## src/sv/stk_pkg.sv

```systemverilog
// ----------------------------------------------------------------------------
// stk_pkg: shared types and constants of the stack block
// Field widths, request and status codes, controller states, and the
// command and status bundles between controller and datapath.
// ----------------------------------------------------------------------------
package stk_pkg;

  localparam int VALUE_W  = 32;
  localparam int REQ_W    = 2;
  localparam int STATUS_W = 2;
  localparam int FILL_W   = 5;
  localparam int LIMIT_W  = 5;

  localparam logic [LIMIT_W-1:0] LIMIT_RESET = 5'd16;

  localparam logic [REQ_W-1:0] REQ_PUSH    = 2'd0;
  localparam logic [REQ_W-1:0] REQ_POP     = 2'd1;
  localparam logic [REQ_W-1:0] REQ_REVERSE = 2'd2;
  localparam logic [REQ_W-1:0] REQ_SORT    = 2'd3;

  localparam logic [STATUS_W-1:0] STATUS_DONE  = 2'd0;
  localparam logic [STATUS_W-1:0] STATUS_FULL  = 2'd1;
  localparam logic [STATUS_W-1:0] STATUS_EMPTY = 2'd2;

  typedef enum logic [3:0] {
    ST_IDLE,
    ST_PUSH,
    ST_POP_RD,
    ST_POP_CAP,
    ST_REV_RD_LO,
    ST_REV_RD_HI,
    ST_REV_WR_LO,
    ST_REV_WR_HI,
    ST_SORT_RD_I,
    ST_SORT_CAP,
    ST_SORT_RD_J,
    ST_SORT_CMP,
    ST_SORT_WR,
    ST_FINISH
  } fsm_state_t;

  typedef enum logic [3:0] {
    OP_NONE,
    OP_PUSH,
    OP_POP_RD,
    OP_POP_CAP,
    OP_REV_RD_LO,
    OP_REV_RD_HI,
    OP_REV_WR_LO,
    OP_REV_WR_HI,
    OP_SORT_RD_I,
    OP_SORT_CAP,
    OP_SORT_RD_J,
    OP_SORT_SHIFT,
    OP_SORT_WR
  } dp_op_t;

  typedef struct packed {
    logic   take_in;
    dp_op_t op;
    logic   emit;
  } cmd_t;

  typedef struct packed {
    logic full;
    logic level_zero;
    logic lo_lt_hi;
    logic i_lt_level;
    logic j_zero;
    logic greater;
    logic out_free;
  } stat_t;

endpackage

```

## src/sv/stk_ctrl.sv

```systemverilog
// ----------------------------------------------------------------------------
// stk_ctrl: request sequencer
// Steps each request through push, pop, reverse or insertion sort, and
// hands the result to the output register.
// ----------------------------------------------------------------------------
module stk_ctrl
  import stk_pkg::*;
(
  input  logic             clk,
  input  logic             rst,
  input  logic             in_valid,
  input  logic [REQ_W-1:0] req_type,
  input  stat_t            stat,
  output logic             in_ready,
  output cmd_t             cmd
);

  fsm_state_t state, state_next;

  always_ff @(posedge clk) begin
    if (rst) begin
      state <= ST_IDLE;
    end else begin
      state <= state_next;
    end
  end

  always_comb begin
    state_next = state;
    case (state)
      ST_IDLE: begin
        if (in_valid) begin
          case (req_type)
            REQ_PUSH:    state_next = ST_PUSH;
            REQ_POP:     state_next = ST_POP_RD;
            REQ_REVERSE: state_next = ST_REV_RD_LO;
            default:     state_next = ST_SORT_RD_I;
          endcase
        end
      end
      ST_PUSH:      state_next = ST_FINISH;
      ST_POP_RD:    state_next = stat.level_zero ? ST_FINISH : ST_POP_CAP;
      ST_POP_CAP:   state_next = ST_FINISH;
      ST_REV_RD_LO: state_next = stat.lo_lt_hi ? ST_REV_RD_HI : ST_FINISH;
      ST_REV_RD_HI: state_next = ST_REV_WR_LO;
      ST_REV_WR_LO: state_next = ST_REV_WR_HI;
      ST_REV_WR_HI: state_next = ST_REV_RD_LO;
      ST_SORT_RD_I: state_next = stat.i_lt_level ? ST_SORT_CAP : ST_FINISH;
      ST_SORT_CAP:  state_next = ST_SORT_RD_J;
      ST_SORT_RD_J: state_next = stat.j_zero ? ST_SORT_WR : ST_SORT_CMP;
      ST_SORT_CMP:  state_next = stat.greater ? ST_SORT_RD_J : ST_SORT_WR;
      ST_SORT_WR:   state_next = ST_SORT_RD_I;
      ST_FINISH:    state_next = stat.out_free ? ST_IDLE : ST_FINISH;
      default:      state_next = ST_IDLE;
    endcase
  end

  always_comb begin
    // No item is taken while reset is held, so none can be lost there.
    in_ready    = (state == ST_IDLE) && !rst;
    cmd.take_in = (state == ST_IDLE) && !rst && in_valid;
    cmd.emit    = (state == ST_FINISH) && stat.out_free;
    cmd.op      = OP_NONE;
    case (state)
      ST_PUSH:      cmd.op = OP_PUSH;
      ST_POP_RD:    cmd.op = OP_POP_RD;
      ST_POP_CAP:   cmd.op = OP_POP_CAP;
      ST_REV_RD_LO: cmd.op = stat.lo_lt_hi ? OP_REV_RD_LO : OP_NONE;
      ST_REV_RD_HI: cmd.op = OP_REV_RD_HI;
      ST_REV_WR_LO: cmd.op = OP_REV_WR_LO;
      ST_REV_WR_HI: cmd.op = OP_REV_WR_HI;
      ST_SORT_RD_I: cmd.op = stat.i_lt_level ? OP_SORT_RD_I : OP_NONE;
      ST_SORT_CAP:  cmd.op = OP_SORT_CAP;
      ST_SORT_RD_J: cmd.op = stat.j_zero ? OP_NONE : OP_SORT_RD_J;
      ST_SORT_CMP:  cmd.op = stat.greater ? OP_SORT_SHIFT : OP_NONE;
      ST_SORT_WR:   cmd.op = OP_SORT_WR;
      default:      cmd.op = OP_NONE;
    endcase
  end

  a_push_dispatch: assert property (@(posedge clk) disable iff (rst)
    in_valid && in_ready && req_type == REQ_PUSH |=> state == ST_PUSH)
    else $error("push request did not go to the push step");

  a_finish_hold: assert property (@(posedge clk) disable iff (rst)
    state == ST_FINISH && !stat.out_free |=> state == ST_FINISH)
    else $error("result left before the output register was free");

  a_sort_shift: assert property (@(posedge clk) disable iff (rst)
    state == ST_SORT_CMP && stat.greater |=> state == ST_SORT_RD_J)
    else $error("sort shift did not continue the inner scan");

endmodule

```

## config.mk

```make
export PLATFORM = sky130hd
export DESIGN_NAME = stk_ctrl
export DESIGN_NICKNAME = d
export VERILOG_FILES = /design/src/sv/stk_pkg.sv /design/src/sv/stk_ctrl.sv
export SDC_FILE = /design/constraint.sdc
export NUM_CORES = 1
export LEC_CHECK = 0
export BUFFER_PORTS_ARGS = -buffer_cell sky130_fd_sc_hd__buf_4
export CAP_MARGIN = 20
export CORE_AREA = 8 8 45 47
export CTS_CLUSTER_DIAMETER = 30
export DETAILED_ROUTE_END_ITERATION = 10
export DIE_AREA = 0 0 53 55
export SETUP_SLACK_MARGIN = 0.2
export SLEW_MARGIN = 20
export SYNTH_ARGS = -nofsm -noshare
export SYNTH_HDL_FRONTEND = slang
export SYNTH_SLANG_ARGS = --single-unit
export TNS_END_PERCENT = 10
```

## constraint.sdc

```tcl
create_clock -name clk -period 1.7 [get_ports clk]
set_input_delay 0.085 -clock clk [delete_from_list [all_inputs] [get_ports clk]]
set_output_delay 0.085 -clock clk [all_outputs]
set_load 0.01 [all_outputs]
```

Yosys cells after proc, flatten, opt, wreduce, memory -nomap -nowiden
Cells that the tools add are included.
{"block": "word_totals", "regBits": 4, "in_bits": 12, "out_inout_bits": 7, "word_cells": 38}
{"block": "classes", "n_eq_ne": 16, "mux": 14, "reduce_logical": 7}
{"cell": "one-hot mux 4 bit (13 select lines)", "count": 1}
{"cell": "one-hot mux 4 bit (12 select lines)", "count": 1}
{"cell": "two-way mux 4 bit", "count": 7}
{"cell": "== test 4 bit, second input constant", "count": 6}
{"cell": "== test 4 x 3 -> 1 bit, second input constant", "count": 4}
{"cell": "two-way mux 3 bit", "count": 4}
{"cell": "one-hot mux 4 bit (3 select lines)", "count": 1}
{"cell": "== test 4 x 2 -> 1 bit, second input constant", "count": 2}
{"cell": "== test 4 x 1 -> 1 bit, second input constant", "count": 1}
{"cell": "logical NOT 4 bit", "count": 1}
{"cell": "logical AND 1 bit", "count": 3}
{"cell": "== test 2 x 1 -> 1 bit, second input constant", "count": 1}
{"cell": "== test 2 bit, second input constant", "count": 1}
{"cell": "logical NOT 2 bit", "count": 1}
{"cell": "inequality test 2 bit, second input constant", "count": 1}
{"cell": "OR reduction 2 bit", "count": 1}
{"cell": "logical NOT 1 bit", "count": 1}

Longest topological paths before layout
Gate-level depths: netlist of the first run.
{"block": "logic_depth", "ltp_word": 4, "depth_mapped": 6, "ltp_nobuf": 4}

Least setup slack after synthesis of the first run
No wires, ideal clock.
{"block": "synth_timing", "kind": "reg2out", "startpoint": "register state[1]", "endpoint": "output cmd[5] (netlist name)", "arrival_ns": 1.323, "required_time_ns": 1.615, "setup_slack_ns": 0.292, "stages_incl_launch_ff": 5, "path_buffers": 1, "path_cell_list": "dfxtp_1 buf_6 or4_4 nor2_1 and2_1"}
{"item": "start: declaration", "line_no": "stk_ctrl.sv:18", "text": "fsm_state_t state, state_next;"}
{"item": "start signal: assignment", "line_no": "stk_ctrl.sv:24", "text": "state <= state_next;"}
{"item": "end: declaration", "line_no": "stk_ctrl.sv:15", "text": "output cmd_t cmd"}

==> results of run 1 <==
[worst max-delay path, delay by kind of cell, from the launching register on]
| family | cells | cell delay [ns] |
|---|---|---|
| and+or+nand+nor | 3 | 0.77 |
| DFF | 1 | 0.34 |
| buffers and inverters | 1 | 0.11 |
[cells in the mapped netlist (3+ instances only)]
cell type / count / share of area [%]
a21oi_1: 3 / 3.4
dfxtp_1: 4 / 18
buf_2: 4 / 4.5
nand2_1: 4 / 3.4
a31oi_1: 4 / 5.6
nor3_1: 3 / 3.4
o21ai_0: 5 / 5.6
nor2_1: 6 / 5.1
inv_1: 3 / 2.5
[final cells by class]
cell class / count / area (sq um) / share of cell area, %
Tap cell: 16 / 20.0 / 2.93
Sequential cell: 4 / 92.6 / 13.6
Multi-Input combinational cell: 50 / 329 / 48.2
Clock buffer: 3 / 22.5 / 3.30
Inverter: 3 / 11.3 / 1.65
Timing Repair Buffer: 25 / 208 / 30.4
[power by group through the flow]
stage / Sequential (uW) / Clock (uW) / Combinational [uW]
floorplan: 143 / 0 / 544
CTS: 241 / 121 / 674
global route: 252 / 129 / 872
detailed placement: 231 / 0 / 627
global placement: 234 / 0 / 625
finish: 240 / 118 / 791
[per-stage QoR]
step | hold WS, ns | worst slack, ns
global placement | 0.391 | 0.257
finish | 0.150 | 0.152
CTS | 0.154 | 0.142
global route | 0.184 | 0.103
detailed placement | 0.398 | 0.271
floorplan | 0.222 | 0.292
[timing repair]
action / in CTS / in global routing
gates resized for setup: 8 / 8
setup buffers: 1 / 4
pin swaps: 1 / 1
gates cloned: 0 / 0
setup endpoints to repair: 4 / 3
hold buffers: 0 / 0
[worst paths after layout]
| check | startpoint | to | slack (ns) | depth (start not counted) |
|---|---|---|---|---|
| max reg2reg | state[2] | state[1] | 0.26 | 5 |
| max | state[2] | cmd[5] | 0.15 | 4 |
| min | in_valid | state[0] | 0.15 | 3 |
| min reg2reg | state[0] | state[1] | 0.54 | 2 |
[per-layer routing]
metal  vias up  wire (um)  track usage [%]  part of all wire (%)
li1        285          -                -                     -
met1       241        628             12.0                    46
met2        12        627             13.1                    46
met3         4         70             2.94                   5.1
met4         0         44             7.76                   3.2
met5         -          0                0                     0
[kinds of logic after synthesis]
group	synth area share, %
AND/OR/NAND/NOR	32.7
AO/OA/AOI/OAI	35.2
buffers and inverters	11.5
flip-flops	18.0
multiplexers	2.54
==> results by group, run 1 <==
Route
  • Routed WL per cell: 13.6 um
  • DRC: 0
  • Vias: 542
  • Total wire length: roughly 1400 um
  • DRT antenna net count: 0
  • Drt first pass iters: 2
  • DRT iter0 DRCs: 8
  • Vias per inst: 5.37

STA
  • Max frequency: 646 MHz
  • Slew Limit Fails: 0
  • Period utilisation layout: 91.1%
  • RSZ-0062 raised after global routing: true
  • Endpoints failing setup: 0
  • Slew @ Worst Pin: ~0.33 ns
  • Rel. slew slack: 77.9%
  • Final hold vios: 0
  • Minimum clock period: approximately 1.5 ns
  • Setup TNS: 0 ns
  • Final clock skew: around 0.0052 ns

Synth
  • Mapped Avg Cell Area: around 6.9 sq um
  • Syn Nets: 76
  • Seq/Total Area, Yosys: 18.0%
  • Synth Register Bits: 4
  • Cells after Synth: 64
  • Distinct cells, synth: 31
  • Top_reg_cell synth: dfxtp_1
  • Syn Std Cell Area: approximately 440 sq um
  • Synthesis Warnings: 0
  • EDFF count, synth: 0
  • Ys async rst share: 0%

CTS
  • Worst-path clk slew: approximately 0.04 ns
  • Num Clock Sinks: 4
  • Depth of the CTS H-tree: 1
  • CTS tree: yes
  • Clock root buffer: clkbuf_4
  • Insertion delay to the later sink of the worst-skew pair: 0.24 ns
  • TritonCTS Buffers: 3
  • CTS Buffer Depth: 2

Final layout
  • Most frequent cells in the layout: 23 x buf_4, 5 x nor2_1, 4 x nand2_1, 4 x a31oi_1
  • Layout cell share with drive strength beyond 1: 47.1%
  • Fin area: a little under 700 sq um
  • Nets@finish: 99
  • Fin cells: 101
  • Area growth, synth to finish: 53.8%
  • Most common cell after layout, fill and taps aside: buf_4
  • Final Core Density: between 40 and 50%
  • Biggest register: state
  • Layout fillers: 152
  • Largest regs: state x4
  • Ant. Diodes: 0
  • Max reg flops: 4

Critical path
  • Crit Path Max Fanout: 4
  • Kind of critical path: flop to output port
  • Worst Setup End Kind: output port
  • Critical path cell sequence: or4_4 > nor2_4 > and2_1 > buf_4
  • CP Launch Type: flop
  • Crit path largest cell delay: 0.55 ns
  • WP data required: 1.62 ns
  • WP data arrival: 1.46 ns
  • CP max-delay cell: or4_4

Floorplanning
  • Die area: 0.00292 sq mm
  • CORE AREA: 0.00138 sq mm
  • Std-Cell Rows: 14
  • IO Count: 19
  • Die H: around 55 um
  • Initial Util: 32.1%
  • Die width: 53 um

Pwr
  • Switch Pwr: 498 uW
  • Combinational fraction of design power: 68.8%
  • P per Cell Area: 1680 mW/mm^2
  • Seq pwr share: 20.9%
  • Pint: about 650 uW
  • Share of total power in the clock network: 10.3%
  • Switching share of power: around 43%
  • Power consumption: 1150 uW
  • Worst IR Drop VDD: 757 uV
  • Lkg Pwr: 0.000291 uW

Hold path
  • HP Class: input pin to flop

Placed design
  • Placed Instance Area: 574 sq um
  • GP Congestion: 0.781
  • Placed wire-length estimate: 946 um
  • IO Port Bufs: 17
  • Placed cells: 93

Global routing
  • Initial antenna violation count: 0
  • Global-route wire length before repair: between 2000 and 2500 um
  • Vias in the first global route: 475
  • Global-route usage over all layers: 9.56%
  • Largest net degree at the start of global routing: 19
  • Gr ovfl total: 0

Status
  • Status: finished, final reports clean

Flow run
  • MaxCap Viol Count: 0
Note: power is estimated with default switching activity, not from simulation.
==> run 2: changes to the inputs <==
- ABC_AREA: not set -> 1
- CORE_AREA: 8 8 45 47 -> not set
- CORE_MARGIN: not set -> 8
- CORE_UTILIZATION: not set -> 35
- DIE_AREA: 0 0 53 55 -> not set
==> results by group, run 2 <==
Critical path
  • Crit path largest cell delay: 0.37 ns (was 0.55 ns)
  • Critical path cell sequence: inv_2 > nand2_2 > inv_1 > nand3b_1 > nand2_1 > inv_1 > o21ai_0 > buf_4 (was or4_4 > nor2_4 > and2_1 > buf_4)
  • CP Launch Type: flop (unchanged)
  • Reg2Reg Depth: 8 (was 5)
  • WP data required: 1.62 ns (about the same)
  • Critical Path Source: state[0] (was state[2])
  • CP max-delay cell: dfxtp_2 (was or4_4)
  • Kind of critical path: flop to output port (unchanged)
  • Crit Path Max Fanout: 5 (was 4)
  • CP Capture Point: cmd[2] (was cmd[5])
  • WP data arrival: 1.33 ns (was 1.46 ns)
  • Worst Setup End Kind: output port (unchanged)
  • Critical Path Most Common Cell: inv_1
  • Worst R2R Setup Slack: 0.47 ns (was 0.26 ns)
  • Reg2reg start: state[3] (was state[2])
  • R2R Path End: state[2] (was state[1])

Pwr
  • Worst IR Drop VDD: 614 uV (was 757 uV)
  • Lkg Pwr: 0.000372 uW (was 0.000291 uW)
  • P per Cell Area: 1550 mW/mm^2 (was 1680 mW/mm^2)

Route
  • DRT antenna net count: 0 (unchanged)
  • DRT iter0 DRCs: 27 (was 8)
  • Total wire length: 1440 um (was 1370 um)
  • Routed WL per cell: 11.4 um (was 13.6 um)
  • Vias: 624 (was 542)
  • Drt first pass iters: 4 (was 2)
  • DRC: 0 (unchanged)
  • Vias per inst: 4.95 (was 5.37)

Placed design
  • IO Port Bufs: 17 (unchanged)
  • Placed wire-length estimate: 1170 um (was 946 um)
  • Placed cells: 120 (was 93)
  • GP Congestion: 0.838 (was 0.781)
  • Post-Place Worst Slack: 0.419 ns (was 0.271 ns)

Global routing
  • Gr ovfl total: 0 (unchanged)
  • Global-route usage over all layers: 11.2% (was 9.56%)
  • Vias in the first global route: 547 (was 475)
  • Global-route wire length before repair: 2350 um (was 2080 um)
  • Largest net degree at the start of global routing: 7 (was 19)
  • Initial antenna violation count: 0 (unchanged)

STA
  • Final hold vios: 0 (unchanged)
  • RSZ-0062 raised after global routing: true (unchanged)
  • Minimum clock period: 1.41 ns (was 1.55 ns)
  • Final clock skew: 0.00235 ns (was 0.00520 ns)
  • Max frequency: 707 MHz (was 646 MHz)
  • Setup TNS: 0 ns (unchanged)
  • Period utilisation layout: 83.2% (was 91.1%)
  • Slew Limit Fails: 0 (unchanged)
  • Endpoints failing setup: 0 (unchanged)
  • Slew @ Worst Pin: 0.451 ns (was 0.330 ns)
  • Rel. slew slack: 69.8% (was 77.9%)
  • Setup WS post-layout: 0.286 ns (was 0.152 ns)

Final layout
  • Fin cells: 126 (was 101)
  • Biggest register: state (unchanged)
  • Max reg flops: 4 (unchanged)
  • Multi-input gate area: 333 sq um (was 329 sq um)
  • Ant. Diodes: 0 (unchanged)
  • Nets@finish: 125 (was 99)
  • Largest regs: state x4 (unchanged)
  • Layout cell share with drive strength beyond 1: 31.5% (was 47.1%)
  • Most common cell after layout, fill and taps aside: nand2_1 (was buf_4)
  • FF+latch area: 83.8 sq um (was 92.6 sq um)
  • Layout fillers: 150 (was 152)
  • Area growth, synth to finish: 44.3% (was 53.8%)
  • Most frequent cells in the layout: 24 x nand2_1, 20 x buf_4, 17 x nor2_1 (was 23 x buf_4, 5 x nor2_1, 4 x nand2_1, 4 x a31oi_1)

Status
  • Status: finished, final reports clean (unchanged)

Floorplanning
  • CORE AREA: 0.00127 sq mm (was 0.00138 sq mm)
  • Die width: 52.2 um (was 53 um)
  • Initial Util: 36.1% (was 32.1%)
  • Die H: 52.2 um (was 55 um)
  • Die area: 0.00272 sq mm (was 0.00292 sq mm)
  • IO Count: 19 (unchanged)
  • Std-Cell Rows: 13 (was 14)

CTS
  • TritonCTS Buffers: 3 (unchanged)
  • Cts hold-fix bufs: 0 (unchanged)
  • Num Clock Sinks: 4 (unchanged)
  • CTS Buffer Depth: 2 (unchanged)
  • Depth of the CTS H-tree: 1 (unchanged)
  • Worst-path clk slew: 0.04 ns (about the same)
  • CTS tree: yes (unchanged)
  • Clock root buffer: clkbuf_4 (unchanged)
  • Insertion delay to the later sink of the worst-skew pair: 0.24 ns (about the same)

Synth
  • Synthesis Warnings: 0 (unchanged)
  • Main area contributors after synthesis: nand2_1 20%, dfxtp_1 17%, nor2_1 14% (was dfxtp_1 18%, a31oi_1 5.6%, o21ai_0 5.6%)
  • Syn Std Cell Area: 458 sq um (was 444 sq um)
  • Synth Register Bits: 4 (unchanged)
  • Most used standard cell by instance count after synthesis: nand2_1 (was nor2_1)
  • Ys async rst share: 0% (unchanged)
  • Mapped Avg Cell Area: 5.20 sq um (was 6.94 sq um)
  • Cells after Synth: 88 (was 64)
  • Seq/Total Area, Yosys: 17.5% (was 18.0%)
  • Syn Nets: 100 (was 76)
  • Top_reg_cell synth: dfxtp_1 (unchanged)
  • Area share of the largest cell type after synthesis: 20.5% (was 18.0%)
  • Post-synth top cells: 25 x nand2_1, 17 x nor2_1, 11 x nand3_1 (was 6 x nor2_1, 5 x o21ai_0)
  • Largest area contributor in the netlist: nand2_1 (was dfxtp_1)
  • EDFF count, synth: 0 (unchanged)
  • Distinct cells, synth: 15 (was 31)

Flow run
  • MaxCap Viol Count: 0 (unchanged)

Hold path
  • HP Class: input pin to flop (unchanged)
## run 2: cell count changes in the layout (fill, tap and decap cells not counted), moves of 3 or more
cell,before,now
nand2_2,0,3
dfxtp_4,3,0
nor2_1,5,17
a31oi_1,4,0
nand2_1,4,24
nand3_1,1,11
inv_2,1,4
buf_4,23,20
inv_1,2,10
nand3b_1,1,4
## run 2: worst min-delay path by stage
stage	start	endpoint	slack, ns	depth (start not counted)
floorplan	rst	in_ready	0.22	1
global placement	stat[3]	state[2]	0.42	4
detailed placement	stat[3]	state[2]	0.42	4
CTS	stat[3]	state[2]	0.17	4
global route	stat[3]	state[2]	0.19	4
finish	stat[3]	state[2]	0.17	4
## run 2: layout make-up
class                      count  share of cell area [%]
sequential                     4                    12.7
timing repair buffer          20                    22.7
inverter                      14                    7.95
tap                           15                    2.84
clock buffer                   3                    3.41
multi-input combinational     70                    50.4
## run 2: repair_timing
action | CTS | global route
buffers inserted | 3 | 0
pin swaps | 1 | 0
endpoints found under the setup margin | 2 | 6
resized for setup | 1 | 4
## run 2: power breakdown
| part | switching (uW) | total, uW | internal [uW] | leakage [uW] |
|---|---|---|---|---|
| sequential | 59.9 | 195 | 136 | 0.0000340 |
| clock | 40.5 | 120 | 79.1 | 0.0000138 |
| combinational | 416 | 710 | 294 | 0.000324 |
## run 2: logic make-up after synthesis
logic type | Yosys count | synth area share (%)
buf+inv | 14 | 11.5
flops | 4 | 17.5
simple gates | 65 | 64.5
compound gates | 5 | 6.56
## run 2: metrics by stage
step	area (sq um)	utilization, %	hold slack, ns	total power (uW)
after detailed placement	604	47.6	0.417	827
after CTS	651	51.3	0.166	1010
after global placement	604	47.6	0.418	827
after global routing	661	52.1	0.189	1130
final	661	52.1	0.173	1020
after floorplan	458	-	0.218	620
## run 2: layer usage
metal  vias to the layer above  track usage [%]  part of all wire, %
met5                         -                0                    0
met4                         0             3.88                 0.97
met3                         2             4.55                  8.5
met2                        32             18.0                   45
met1                       262             13.2                   45
li1                        328                -                    -
## run 2: critical path: cells and delay by family (launching register included)
| kind | cells | cell delay, ns |
|---|---|---|
| AND/OR/NAND/NOR | 3 | 0.30 |
| AO/OA/AOI/OAI | 1 | 0.07 |
| buffers and inverters | 4 | 0.34 |
| flip-flops | 1 | 0.37 |
